--- src/rtl/core/pss_pkg.sv ---
// Shared constants, codes and helpers for the sequence store
`timescale 1ns / 1ps
`default_nettype none
package pss_pkg;
  localparam int unsigned Capacity  = 64;
  localparam int unsigned DataWidth = 32;
  localparam int unsigned AddrW     = $clog2(Capacity);
  localparam int unsigned CountW    = AddrW + 1;

  typedef enum logic [2:0] {
    KIND_INSERT  = 3'd0,
    KIND_REMOVE  = 3'd1,
    KIND_READ    = 3'd2,
    KIND_SEARCH  = 3'd3,
    KIND_REVERSE = 3'd4,
    KIND_SUMMARY = 3'd5
  } kind_e;

  typedef enum logic [1:0] {
    ST_OK    = 2'd0,
    ST_EMPTY = 2'd1,
    ST_FULL  = 2'd2,
    ST_RANGE = 2'd3
  } status_e;

  function automatic logic [AddrW-1:0] phys(input logic [AddrW-1:0] head,
                                            input logic rev,
                                            input logic [AddrW-1:0] idx);
    phys = rev ? head - idx : head + idx;
  endfunction
endpackage
`default_nettype wire

--- src/rtl/core/pss_ram.sv ---
// Generic simple dual-port RAM with registered read
`timescale 1ns / 1ps
`default_nettype none
module pss_ram #(
  parameter int unsigned Width = 32,
  parameter int unsigned Depth = 64
) (
  input  wire logic                     clk_i,
  input  wire logic                     we_i,
  input  wire logic [$clog2(Depth)-1:0] waddr_i,
  input  wire logic [Width-1:0]         wdata_i,
  input  wire logic [$clog2(Depth)-1:0] raddr_i,
  output logic      [Width-1:0]         rdata_o
);
  logic [Width-1:0] mem_q [Depth];

  always_ff @(posedge clk_i) begin
    if (we_i) begin
      mem_q[waddr_i] <= wdata_i;
    end
    rdata_o <= mem_q[raddr_i];
  end
endmodule
`default_nettype wire

--- src/rtl/core/positional_sequence_store_core.sv ---
// Top level of the positional sequence store
// Bounded double-ended sequence of 64 signed 32-bit words held in one RAM with a
// registered read. One request is handled at a time and gives one result
// item. Reverse, insert at either end, full inserts and out-of-range or empty
// requests go straight to the output handshake. Read and end removes read one
// entry. Interior insert, interior remove, search and summarize walk the stored
// entries through the single RAM read port, one entry per cycle. The store needs
// no clearing after reset.
`timescale 1ns / 1ps
`default_nettype none
module positional_sequence_store_core
  import pss_pkg::*;
(
  input  wire logic         clk_i,
  input  wire logic         rst_ni,
  input  wire logic         s_axis_tvalid_i,
  output logic              s_axis_tready_o,
  input  wire logic [39:0]  s_axis_tdata_i,  // position[6:0], value[38:7], zero pad
  input  wire logic [2:0]   s_axis_tuser_i,  // kind[2:0]
  output logic              m_axis_tvalid_o,
  input  wire logic         m_axis_tready_i,
  output logic      [111:0] m_axis_tdata_o,  // value_out[31:0], found[32],
                                              // element_count[39:33], min_value[71:40],
                                              // max_value[103:72], nondecreasing[104],
                                              // nonincreasing[105], zero pad
  output logic      [1:0]   m_axis_tuser_o   // status[1:0]
);
  typedef enum logic [3:0] {
    S_IDLE = 4'b0001,
    S_WALK = 4'b0010,
    S_FILL = 4'b0100,
    S_OUT  = 4'b1000
  } state_e;

  state_e state_q, state_d;
  logic [AddrW-1:0]     head_q, head_d;
  logic [CountW-1:0]    count_q, count_d;
  logic                 rev_q, rev_d;
  kind_e                kind_q, kind_d;
  logic [CountW-1:0]    pos_q, pos_d, end_q, end_d, rp_q, rp_d, dp_q, dp_d;
  logic                 down_q, down_d, iss_q, iss_d, dv_q, dv_d;
  logic [DataWidth-1:0] val_q, val_d, vout_q, vout_d, mn_q, mn_d, mx_q, mx_d, prev_q, prev_d;
  logic                 found_q, found_d, ndec_q, ndec_d, ninc_q, ninc_d;
  status_e              status_q, status_d;

  logic                 we;
  logic [AddrW-1:0]     waddr, raddr;
  logic [DataWidth-1:0] wdata, rdata;

  logic [2:0]           in_kind;
  logic [CountW-1:0]    in_pos, cnt_m1, rm_p;
  logic [DataWidth-1:0] in_val;
  logic                 accept;

  assign in_kind = s_axis_tuser_i;
  assign in_pos  = s_axis_tdata_i[6:0];
  assign in_val  = s_axis_tdata_i[38:7];
  assign accept  = s_axis_tvalid_i && s_axis_tready_o;
  assign cnt_m1  = count_q - CountW'(1);
  assign rm_p    = (in_pos == '0) ? '0 : ((in_pos >= cnt_m1) ? cnt_m1 : in_pos);

  assign s_axis_tready_o = (state_q == S_IDLE);
  assign m_axis_tvalid_o = (state_q == S_OUT);
  assign m_axis_tuser_o  = status_q;
  assign m_axis_tdata_o  = {6'b0, ninc_q, ndec_q, mx_q, mn_q, count_q, found_q, vout_q};

  assign raddr = phys(head_q, rev_q, rp_q[AddrW-1:0]);

  pss_ram #(.Width(DataWidth), .Depth(Capacity)) u_store (
    .clk_i  (clk_i),
    .we_i   (we),
    .waddr_i(waddr),
    .wdata_i(wdata),
    .raddr_i(raddr),
    .rdata_o(rdata)
  );

  always_comb begin
    state_d  = state_q;
    head_d   = head_q;
    count_d  = count_q;
    rev_d    = rev_q;
    kind_d   = kind_q;
    pos_d    = pos_q;
    end_d    = end_q;
    down_d   = down_q;
    val_d    = val_q;
    vout_d   = vout_q;
    mn_d     = mn_q;
    mx_d     = mx_q;
    prev_d   = prev_q;
    found_d  = found_q;
    ndec_d   = ndec_q;
    ninc_d   = ninc_q;
    status_d = status_q;
    rp_d     = rp_q;
    iss_d    = 1'b0;
    dv_d     = 1'b0;
    dp_d     = rp_q;
    we       = 1'b0;
    waddr    = '0;
    wdata    = val_q;

    unique case (state_q)
      S_IDLE: begin
        if (accept) begin
          kind_d   = kind_e'(in_kind);
          val_d    = in_val;
          pos_d    = in_pos;
          vout_d   = '0;
          mn_d     = '0;
          mx_d     = '0;
          found_d  = 1'b0;
          ndec_d   = 1'b0;
          ninc_d   = 1'b0;
          status_d = ST_OK;
          down_d   = 1'b0;
          state_d  = S_OUT;
          unique case (in_kind)
            KIND_INSERT: begin
              priority if (count_q >= CountW'(Capacity)) begin
                status_d = ST_FULL;
              end else if (in_pos == '0) begin
                head_d  = rev_q ? head_q + AddrW'(1) : head_q - AddrW'(1);
                we      = 1'b1;
                waddr   = head_d;
                wdata   = in_val;
                count_d = count_q + CountW'(1);
              end else if (in_pos >= count_q) begin
                we      = 1'b1;
                waddr   = phys(head_q, rev_q, count_q[AddrW-1:0]);
                wdata   = in_val;
                count_d = count_q + CountW'(1);
              end else begin
                rp_d    = cnt_m1;
                end_d   = in_pos;
                down_d  = 1'b1;
                iss_d   = 1'b1;
                state_d = S_WALK;
              end
            end
            KIND_REMOVE: begin
              if (count_q == '0) begin
                status_d = ST_EMPTY;
              end else begin
                pos_d   = rm_p;
                rp_d    = rm_p;
                end_d   = (rm_p == '0) ? '0 : cnt_m1;
                iss_d   = 1'b1;
                state_d = S_WALK;
              end
            end
            KIND_READ: begin
              priority if (count_q == '0) begin
                status_d = ST_EMPTY;
              end else if (in_pos >= count_q) begin
                status_d = ST_RANGE;
              end else begin
                rp_d    = in_pos;
                end_d   = in_pos;
                iss_d   = 1'b1;
                state_d = S_WALK;
              end
            end
            KIND_SEARCH: begin
              if (count_q != '0) begin
                rp_d    = '0;
                end_d   = cnt_m1;
                iss_d   = 1'b1;
                state_d = S_WALK;
              end
            end
            KIND_REVERSE: begin
              if (count_q != '0) begin
                head_d = phys(head_q, rev_q, cnt_m1[AddrW-1:0]);
              end
              rev_d = !rev_q;
            end
            KIND_SUMMARY: begin
              ndec_d = 1'b1;
              ninc_d = 1'b1;
              if (count_q == '0) begin
                status_d = ST_EMPTY;
              end else begin
                rp_d    = '0;
                end_d   = cnt_m1;
                iss_d   = 1'b1;
                state_d = S_WALK;
              end
            end
            default: ;
          endcase
        end
      end
      S_WALK: begin
        iss_d = iss_q && (rp_q != end_q);
        if (iss_q) begin
          rp_d = down_q ? rp_q - CountW'(1) : rp_q + CountW'(1);
        end
        dv_d = iss_q;
        dp_d = rp_q;
        if (dv_q) begin
          unique case (kind_q)
            KIND_INSERT: begin
              we    = 1'b1;
              waddr = phys(head_q, rev_q, dp_q[AddrW-1:0] + AddrW'(1));
              wdata = rdata;
              if (dp_q == end_q) state_d = S_FILL;
            end
            KIND_REMOVE: begin
              if (dp_q == pos_q) begin
                vout_d = rdata;
              end else begin
                we    = 1'b1;
                waddr = phys(head_q, rev_q, dp_q[AddrW-1:0] - AddrW'(1));
                wdata = rdata;
              end
              if (dp_q == end_q) begin
                count_d = cnt_m1;
                if (pos_q == '0) begin
                  head_d = rev_q ? head_q - AddrW'(1) : head_q + AddrW'(1);
                end
                state_d = S_OUT;
              end
            end
            KIND_READ: begin
              vout_d  = rdata;
              state_d = S_OUT;
            end
            KIND_SEARCH: begin
              if (rdata == val_q) found_d = 1'b1;
              if (dp_q == end_q) state_d = S_OUT;
            end
            default: begin
              prev_d = rdata;
              if (dp_q == '0) begin
                mn_d = rdata;
                mx_d = rdata;
              end else begin
                if ($signed(rdata) < $signed(mn_q)) mn_d = rdata;
                if ($signed(rdata) > $signed(mx_q)) mx_d = rdata;
                if ($signed(rdata) < $signed(prev_q)) ndec_d = 1'b0;
                if ($signed(rdata) > $signed(prev_q)) ninc_d = 1'b0;
              end
              if (dp_q == end_q) state_d = S_OUT;
            end
          endcase
        end
      end
      S_FILL: begin
        we      = 1'b1;
        waddr   = phys(head_q, rev_q, pos_q[AddrW-1:0]);
        wdata   = val_q;
        count_d = count_q + CountW'(1);
        state_d = S_OUT;
      end
      S_OUT: begin
        if (m_axis_tready_i) state_d = S_IDLE;
      end
      default: state_d = S_IDLE;
    endcase
  end

  always_ff @(posedge clk_i or negedge rst_ni) begin
    if (!rst_ni) begin
      state_q <= S_IDLE;
      head_q  <= '0;
      count_q <= '0;
      rev_q   <= 1'b0;
      iss_q   <= 1'b0;
      dv_q    <= 1'b0;
    end else begin
      state_q <= state_d;
      head_q  <= head_d;
      count_q <= count_d;
      rev_q   <= rev_d;
      iss_q   <= iss_d;
      dv_q    <= dv_d;
    end
  end

  always_ff @(posedge clk_i) begin
    kind_q   <= kind_d;
    pos_q    <= pos_d;
    end_q    <= end_d;
    down_q   <= down_d;
    rp_q     <= rp_d;
    dp_q     <= dp_d;
    val_q    <= val_d;
    vout_q   <= vout_d;
    mn_q     <= mn_d;
    mx_q     <= mx_d;
    prev_q   <= prev_d;
    found_q  <= found_d;
    ndec_q   <= ndec_d;
    ninc_q   <= ninc_d;
    status_q <= status_d;
  end
endmodule
`default_nettype wire

--- config.mk ---
export PLATFORM = sky130hd
export DESIGN_NAME = positional_sequence_store_core
export DESIGN_NICKNAME = d
export VERILOG_FILES = /design/src/rtl/core/pss_pkg.sv /design/src/rtl/core/pss_ram.sv /design/src/rtl/core/positional_sequence_store_core.sv
export SDC_FILE = /design/constraint.sdc
export NUM_CORES = 2
export LEC_CHECK = 0
export BUFFER_PORTS_ARGS = -buffer_cell sky130_fd_sc_hd__buf_2
export CAP_MARGIN = 20
export CORE_MARGIN = 4
export CORE_UTILIZATION = 57
export CTS_CLUSTER_SIZE = 30
export DETAILED_ROUTE_END_ITERATION = 10
export PLACE_DENSITY_LB_ADDON = 0.08
export SLEW_MARGIN = 20
export SYNTH_ARGS = -nofsm -noshare
export SYNTH_HDL_FRONTEND = slang
export SYNTH_SLANG_ARGS = --single-unit
--- constraint.sdc ---
create_clock -name clk_i -period 6.7 [get_ports clk_i]
set_input_delay 1.34 -clock clk_i [delete_from_list [all_inputs] [get_ports clk_i]]
set_output_delay 1.34 -clock clk_i [all_outputs]
set_load 0.05 [all_outputs]
After elaboration in Yosys (flattened, before gate mapping). Memory sizes are Yosys's and may differ from the RTL's. A register that Yosys moved wholly into a read port is not among the register bits. Cells that the tools add are included.

Register bits: 217. Memory bits (writable): 2048. Input port bits: 47. Memories kept: 1.

Memory list: u_store.mem_q (words 64, bits a word 32, read ports 1, clocked after Yosys merged registers in 1, write ports 1, RTL line pss_ram.sv:15) `logic [Width-1:0] mem_q [Depth];`.

Add/subtract/negate cells: 20. Order comparisons: 7. Equal/unequal tests: 56. Multiplexer cells: 143. Bitwise logic cells: 1. Reduce and logical (&&, ||, !) cells: 30.

Operators with widths (number): 2-to-1 mux 32 bit (18); case mux 32 bit (2 select lines) (6); 2-to-1 mux 7 bit (31); 2-to-1 mux 6 bit (23); case mux 7 bit (5 select lines) (2); greater-than comparator 32 bit (2); less-than comparator 32 bit (2); != test 3 bit (second input constant) (16); 2-to-1 mux 4 bit (11); adder 6 bit (6); != test 2 bit (second input constant) (18); case mux 6 bit (2 select lines) (3); subtractor 6 bit (6); logical NOT 7 bit (5); equality test 32 bit (1); 2-to-1 mux 1 bit (32); case mux 4 bit (4 select lines) (2); AND reduction 5 bit (5); case mux 7 bit (3 select lines) (1); case mux 6 bit (3 select lines) (1); adder 7 x 1 -> 7 bit (second input constant) (2); equality test 7 bit (2); greater-or-equal comparator 7 bit (2); case mux 7 bit (2 select lines) (1); 38 further kinds (59).

Depth between registers and ports, before layout.
Depth in word-level cells: 9. Depth in mapped cells: 16. Gate-level depth less buffers: 13.

Modules after synthesis. From an unflattened synthesis, not the netlist that was laid out.

Cell total of the unflattened synthesis: 4903. Area, all modules: 93699.9 um^2.

By module, submodules not included: pss_ram (instances 1, cells an instance 3511, area each 79039.6 um^2, seq. area each 62139.6 um^2); positional_sequence_store_core (instances 1, cells an instance 1392, area each 14660.3 um^2, seq. area each 6347.3 um^2).

Worst setup path before layout. No wires, ideal clock.

Path type: reg-to-reg. Start point: reg count_q[0]. End point: mem u_store.mem_q[0][0], enable pin. Setup time: 513 ps. Data arrival time: 6595 ps. Data required time: 6187 ps. Setup slack: -408 ps. Stages on the path, launching flop included: 14. Buffers on the path: 2. Period minus slack after synthesis: 7108 ps. Cell sequence: dfrtp_1 -> clkbuf_1 -> inv_1 -> ha_1 -> clkbuf_1 -> mux2i_1 -> ha_1 -> nor2b_1 -> o21ai_0 -> a211oi_1 -> a21o_1 -> a221oi_2 -> nand2_1 -> nor4b_1.

Word-level cells in the longest chain between the ends: 9. Elaborated cells between the ends (all ways): 19. Those cells by class: 2 x add/sub; 2 x order compare; 15 x mux.

RTL lines: from (decl) (RTL line positional_sequence_store_core.sv:37) `logic [CountW-1:0] count_q, count_d;`; from (signal assigned) (RTL line positional_sequence_store_core.sv:275) `count_q <= count_d;`; greater-or-equal comparator 7 bit (RTL line positional_sequence_store_core.sv:129) `end else if (in_pos >= count_q) begin`; 2-to-1 mux 1 bit (RTL line positional_sequence_store_core.sv:129); 2-to-1 mux 1 bit (RTL line positional_sequence_store_core.sv:123) `end else if (in_pos == '0) begin`; 2-to-1 mux 1 bit (RTL line positional_sequence_store_core.sv:121) `priority if (count_q >= CountW'(Capacity)) begin`; 2-to-1 mux 1 bit (RTL line positional_sequence_store_core.sv:119) `unique case (in_kind)`; 2-to-1 mux 1 bit (RTL line positional_sequence_store_core.sv:106) `if (accept) begin`; case mux 1 bit (3 select lines) (RTL line positional_sequence_store_core.sv:104) `unique case (state_q)`; 2-to-1 mux 1 bit (RTL line pss_ram.sv:18) `if (we_i) begin`; 2-to-1 mux 1 bit (implied by the code) (RTL line pss_ram.sv:19) `mem_q[waddr_i] <= wdata_i;`; to (decl) (RTL line pss_ram.sv:15).

Parallel ways exist; a longest one is shown, timed or not.

Final worst setup path.
Start point: reg dp_q[0]. End point: mem u_store.mem_q[10][20], enable pin.

Word-level cells in the longest chain between the ends: 7. Elaborated cells between the ends (all ways): 19. Those cells by class: 6 x add/sub; 1 x eq/ne; 12 x mux.

RTL lines: from (decl) (RTL line positional_sequence_store_core.sv:40) `logic [CountW-1:0] pos_q, pos_d, end_q, end_d, rp_q, rp_d, dp_q, dp_d;`; from (signal assigned) (RTL line positional_sequence_store_core.sv:288) `dp_q <= dp_d;`; subtractor 6 x 1 -> 6 bit / equality test 7 bit (equally long branches) (RTL line positional_sequence_store_core.sv:215, positional_sequence_store_core.sv:211); adder 6 bit, or another cell as far along (RTL line pss_pkg.sv:29) `phys = rev ? head - idx : head + idx;`; 2-to-1 mux 6 bit / case mux 1 bit (2 select lines) (equally long branches) (RTL line pss_pkg.sv:29, positional_sequence_store_core.sv:203); 2-to-1 mux 6 bit / 2-to-1 mux 1 bit (equally long branches) (RTL line positional_sequence_store_core.sv:211, positional_sequence_store_core.sv:202); case mux 6 bit (2 select lines) / case mux 1 bit (3 select lines) (equally long branches) (RTL line positional_sequence_store_core.sv:203, positional_sequence_store_core.sv:104); 2-to-1 mux 6 bit / 2-to-1 mux 1 bit (equally long branches) (RTL line positional_sequence_store_core.sv:202, pss_ram.sv:18); case mux 6 bit (3 select lines) / 2-to-1 mux 1 bit (equally long branches) (RTL line positional_sequence_store_core.sv:104, pss_ram.sv:19).

Parallel ways exist; a longest one is shown, timed or not.

==> load_flow_metrics.sql <==
INSERT INTO impl_metrics (metric_group, metric, value, unit) VALUES
('sta', 'period_needed', '5350', 'ps'),
('worst_setup_path', 'cp_slowest_stage_delay', '670', 'ps'),
('cts', 'cts.htree.levels', '4', ''),
('floorplan', 'io_pins', '163', ''),
('sta', 'rsz_0062_raised_after_global_routing', 'false', ''),
('worst_setup_path', 'reg2reg_setup_slack', '1350', 'ps'),
('final_layout', 'finalInstanceArea', '0.106', 'mm2'),
('grt', 'grt_pass1_wl', '334000', 'um'),
('worst_setup_path', 'cp_data_arrival_time', '5840', 'ps'),
('route', 'wl_per_cell', '32.3', 'um'),
('final_layout', 'num-fill-cells', '10800', ''),
('synth', 'ys_seq_area_share', '73.1', '%'),
('worst_setup_path', 'critical-path-top-delay-family', 'compound AO/OA/AOI/OAI gates', ''),
('worst_setup_path', 'combined_buffer_and_inverter_count_along_the_critical_path', '3', ''),
('worst_setup_path', 'r2r-end', 'u_store.mem_q[10][20]', ''),
('worst_setup_path', 'timing.critical_path.to', 'u_store.mem_q[10][20]', ''),
('cts', 'clkTransAtPathRegs', '60', 'ps'),
('synth', 'syn_avg_cell_area', '20.9', 'um2'),
('final_layout', 'mostFrequentLayoutCell', 'edfxtp_1', ''),
('worst_setup_path', 'timing.reg2reg.worst_path_depth', '13', ''),
('floorplan', 'die_area', '0.171', 'mm2'),
('grt', 'grtUsageTotal', '27.7', '%'),
('route', 'drt-initial-drc-count', '5925', ''),
('placement', 'placement.cell_area', '0.0989', 'mm2'),
('cts', 'post_cts_hold_buffer_count', '0', ''),
('final_layout', 'area_growth_syn_to_layout', '13.3', '%'),
('route', 'finalWirelength', '233000', 'um'),
('floorplan', 'floorplan.initialDensity', '57.4', '%'),
('cts', 'clock_sinks', '2297', ''),
('route', 'drt.antenna.violating_nets', '0', ''),
('route', 'drt-pass1-iter-count', '6', ''),
('sta', 'maxSlewViolCount', '0', ''),
('cts', 'clock-root-buffer', 'clkbuf_16', ''),
('worst_setup_path', 'rr_startpoint', 'dp_q[0]', ''),
('final_layout', 'num-nets-final', '5032', ''),
('cts', 'tritoncts', 'done', ''),
('sta', 'hold_slack', '463', 'ps'),
('worst_setup_path', 'cp-end-kind', 'flop', ''),
('sta', 'timing.slew.headroom', '25.0', '%'),
('sta', 'finalSetupViolCount', '0', ''),
('worst_setup_path', 'worst-endpoint-required', '7190', 'ps'),
('worst_setup_path', 'critical_path.slowest_cell', 'dfxtp_1', ''),
('worst_setup_path', 'path_class', 'flop to flop', ''),
('worst_setup_path', 'critical_path.cell_chain', 'inv_1 -> ha_1 -> xnor2_1 -> inv_1 -> fa_1 -> a21o_1 -> a21oi_1 -> xnor2_1 -> a221oi_1 -> o21a_1 -> nand2b_2 -> nor4b_4 -> buf_4', ''),
('route', 'remaining_drc_errors', '0', ''),
('cts', 'cts.repair.resized', '0', ''),
('worst_setup_path', 'cp-startpoint', 'dp_q[0]', ''),
('route', 'dr_total_vias', '46400', ''),
('sta', 'worstMarginPinSlew', '1110', 'ps'),
('synth', 'yosysUniqueCellTypes', '89', ''),
('route', 'routed_via_density', '6.46', ''),
('worst_setup_path', 'worstPathMaxFanout', '32', ''),
('job', 'cap_viol_max_count', '0', ''),
('cts', 'postCtsSetupRepairBufs', '0', ''),
('final_layout', 'final_cell_mix', '2238 x edfxtp_1, 640 x mux4_2, 227 x clkbuf_16', ''),
('outcome', 'status', 'completed', ''),
('cts', 'cts.path.max_buffers', '3', ''),
('floorplan', 'chipHeight', '413', 'um'),
('cts', 'worst_skew_pair.late_latency', '860', 'ps'),
('floorplan', 'design.core.area', '0.163', 'mm2'),
('sta', 'final.setup_skew', '23.6', 'ps'),
('synth', 'synth_cells', '4477', ''),
('synth', 'synthArstFlopShare', '0.871', '%'),
('worst_setup_path', 'startpoint_type', 'flop', ''),
('synth', 'synth_area', '0.0937', 'mm2'),
('sta', 'fmax', '0.187', 'GHz'),
('synth', 'number_of_enable_flip_flop_cells_after_synthesis', '2238', ''),
('cts', 'cts_inserted_buffers', '224', ''),
('grt', 'first_global_vias', '46500', ''),
('grt', 'antenna_found_initial', '3', ''),
('synth', 'synth.yosys.warnings', '0', '');
final cells by class:
| class | count | area (um2) | area share [%] |
|---|---|---|---|
| Antenna cell | 1 | 2.50 | 0.00236 |
| Clock buffer | 290 | 6020 | 5.67 |
| Clock inverter | 130 | 1230 | 1.16 |
| Multi-Input combinational cell | 1812 | 24600 | 23.2 |
| Timing Repair Buffer | 338 | 2570 | 2.42 |
| Tap cell | 2175 | 2720 | 2.56 |
| Inverter | 149 | 562 | 0.529 |
| Sequential cell | 2297 | 68500 | 64.5 |
report_power, final:
group | internal [mW] | switching, mW | leakage (nW)
Sequential | 16.9 | 0.631 | 20.7
Clock | 7.13 | 5.27 | 3.55
Combinational | 11.7 | 16.5 | 10.7
metrics by stage:
stage | util [%] | worst slack [ps] | total power, mW | std cells
after floorplan | - | -408 | 35.5 | 4482
after global placement | 60.6 | 1230 | 46.0 | 6770
after detailed placement | 60.6 | 1140 | 46.3 | 6770
after CTS | 65.1 | 1320 | 58.6 | 7190
after global routing | 65.1 | 982 | 60.5 | 7191
final | 65.1 | 1350 | 58.2 | 7192
synth_stat cells, drive strengths merged, types with 5 or more instances:
cell type / number / share of area, %
nor2: 85 / 0.34
o21ai: 43 / 0.24
mux4: 640 / 15
ha: 156 / 2.1
or4: 6 / 0.048
o211ai: 5 / 0.040
nor3b: 5 / 0.040
a31oi: 19 / 0.14
o21a: 11 / 0.088
or3: 5 / 0.033
mux2: 12 / 0.14
nand3: 29 / 0.21
a22oi: 32 / 0.26
and2: 35 / 0.23
nand2: 114 / 0.47
inv: 146 / 0.58
xor2: 47 / 0.44
nand2b: 14 / 0.093
o31ai: 5 / 0.040
nor2b: 13 / 0.087
buf: 95 / 0.50
mux2i: 107 / 1.1
fa: 7 / 0.15
nor4: 18 / 0.14
o221ai: 9 / 0.084
edfxtp: 2238 / 72
a221oi: 13 / 0.15
nor4b: 35 / 0.53
a211oi: 41 / 0.35
dfxtp: 39 / 0.83
o22ai: 8 / 0.053
a21oi: 61 / 0.34
clkbuf: 129 / 0.52
xnor2: 86 / 0.80
nor3: 25 / 0.14
and3: 9 / 0.060
nand4: 25 / 0.17
dfrtp: 19 / 0.51
a21o: 33 / 0.26
worst register-to-register path: stages (launching register included):
cell	delay, ps
dfxtp_1	670
inv_1	200
ha_1	420
xnor2_1	410
inv_1	130
fa_1	430
a21o_1	200
a21oi_1	170
xnor2_1	80
a221oi_1	430
o21a_1	330
nand2b_2	500
nor4b_4	390
buf_4	590
kinds of logic after synthesis:
group | after synthesis | synth area share (%)
buffers and inverters | 373 | 1.61
multiplexers | 759 | 16.7
other | 1 | 0.00400
AO/OA/AOI/OAI | 316 | 2.42
flip-flops | 2297 | 73.1
AND/OR/NAND/NOR | 435 | 2.73
XOR/XNOR | 133 | 1.24
adder cells (fa/ha/maj) | 163 | 2.23
metal layers:
| metal | GRT usage, % | vias to the layer above | share of wire [%] |
|---|---|---|---|
| met5 | 0 | - | 0 |
| met2 | 44.0 | 2047 | 48 |
| met4 | 8.32 | 0 | 2.9 |
| met3 | 4.23 | 311 | 7.9 |
| met1 | 40.5 | 24800 | 41 |
| li1 | - | 19300 | - |
sequential cells by signal, summed over array words and instances, names as in the netlist:
name / flops
count_q: 7
down_q: 1
dp_d: 7
dp_q: 7
dv_q: 1
end_q: 7
found_q: 1
head_q: 6
iss_q: 1
kind_q: 3
m_axis_tuser_o: 2
mn_q: 32
mx_q: 32
ndec_q: 1
ninc_q: 1
pos_q: 7
prev_q: 32
rev_q: 1
state_q: 4
u_store.mem_q: 2048
u_store.rdata_o: 32
val_q: 32
vout_q: 32
worst min path at each step:
stage	startpoint	to	cells past startpoint
floorplan	dp_d[6]	dp_q[6]	0
global placement	iss_q	dv_q	2
detailed placement	dp_d[6]	dp_q[6]	0
CTS	rst_ni	count_q[3]	1
global route	rst_ni	count_q[1]	1
finish	rst_ni	count_q[5]	1
Note: power is estimated with default switching activity, not from simulation.
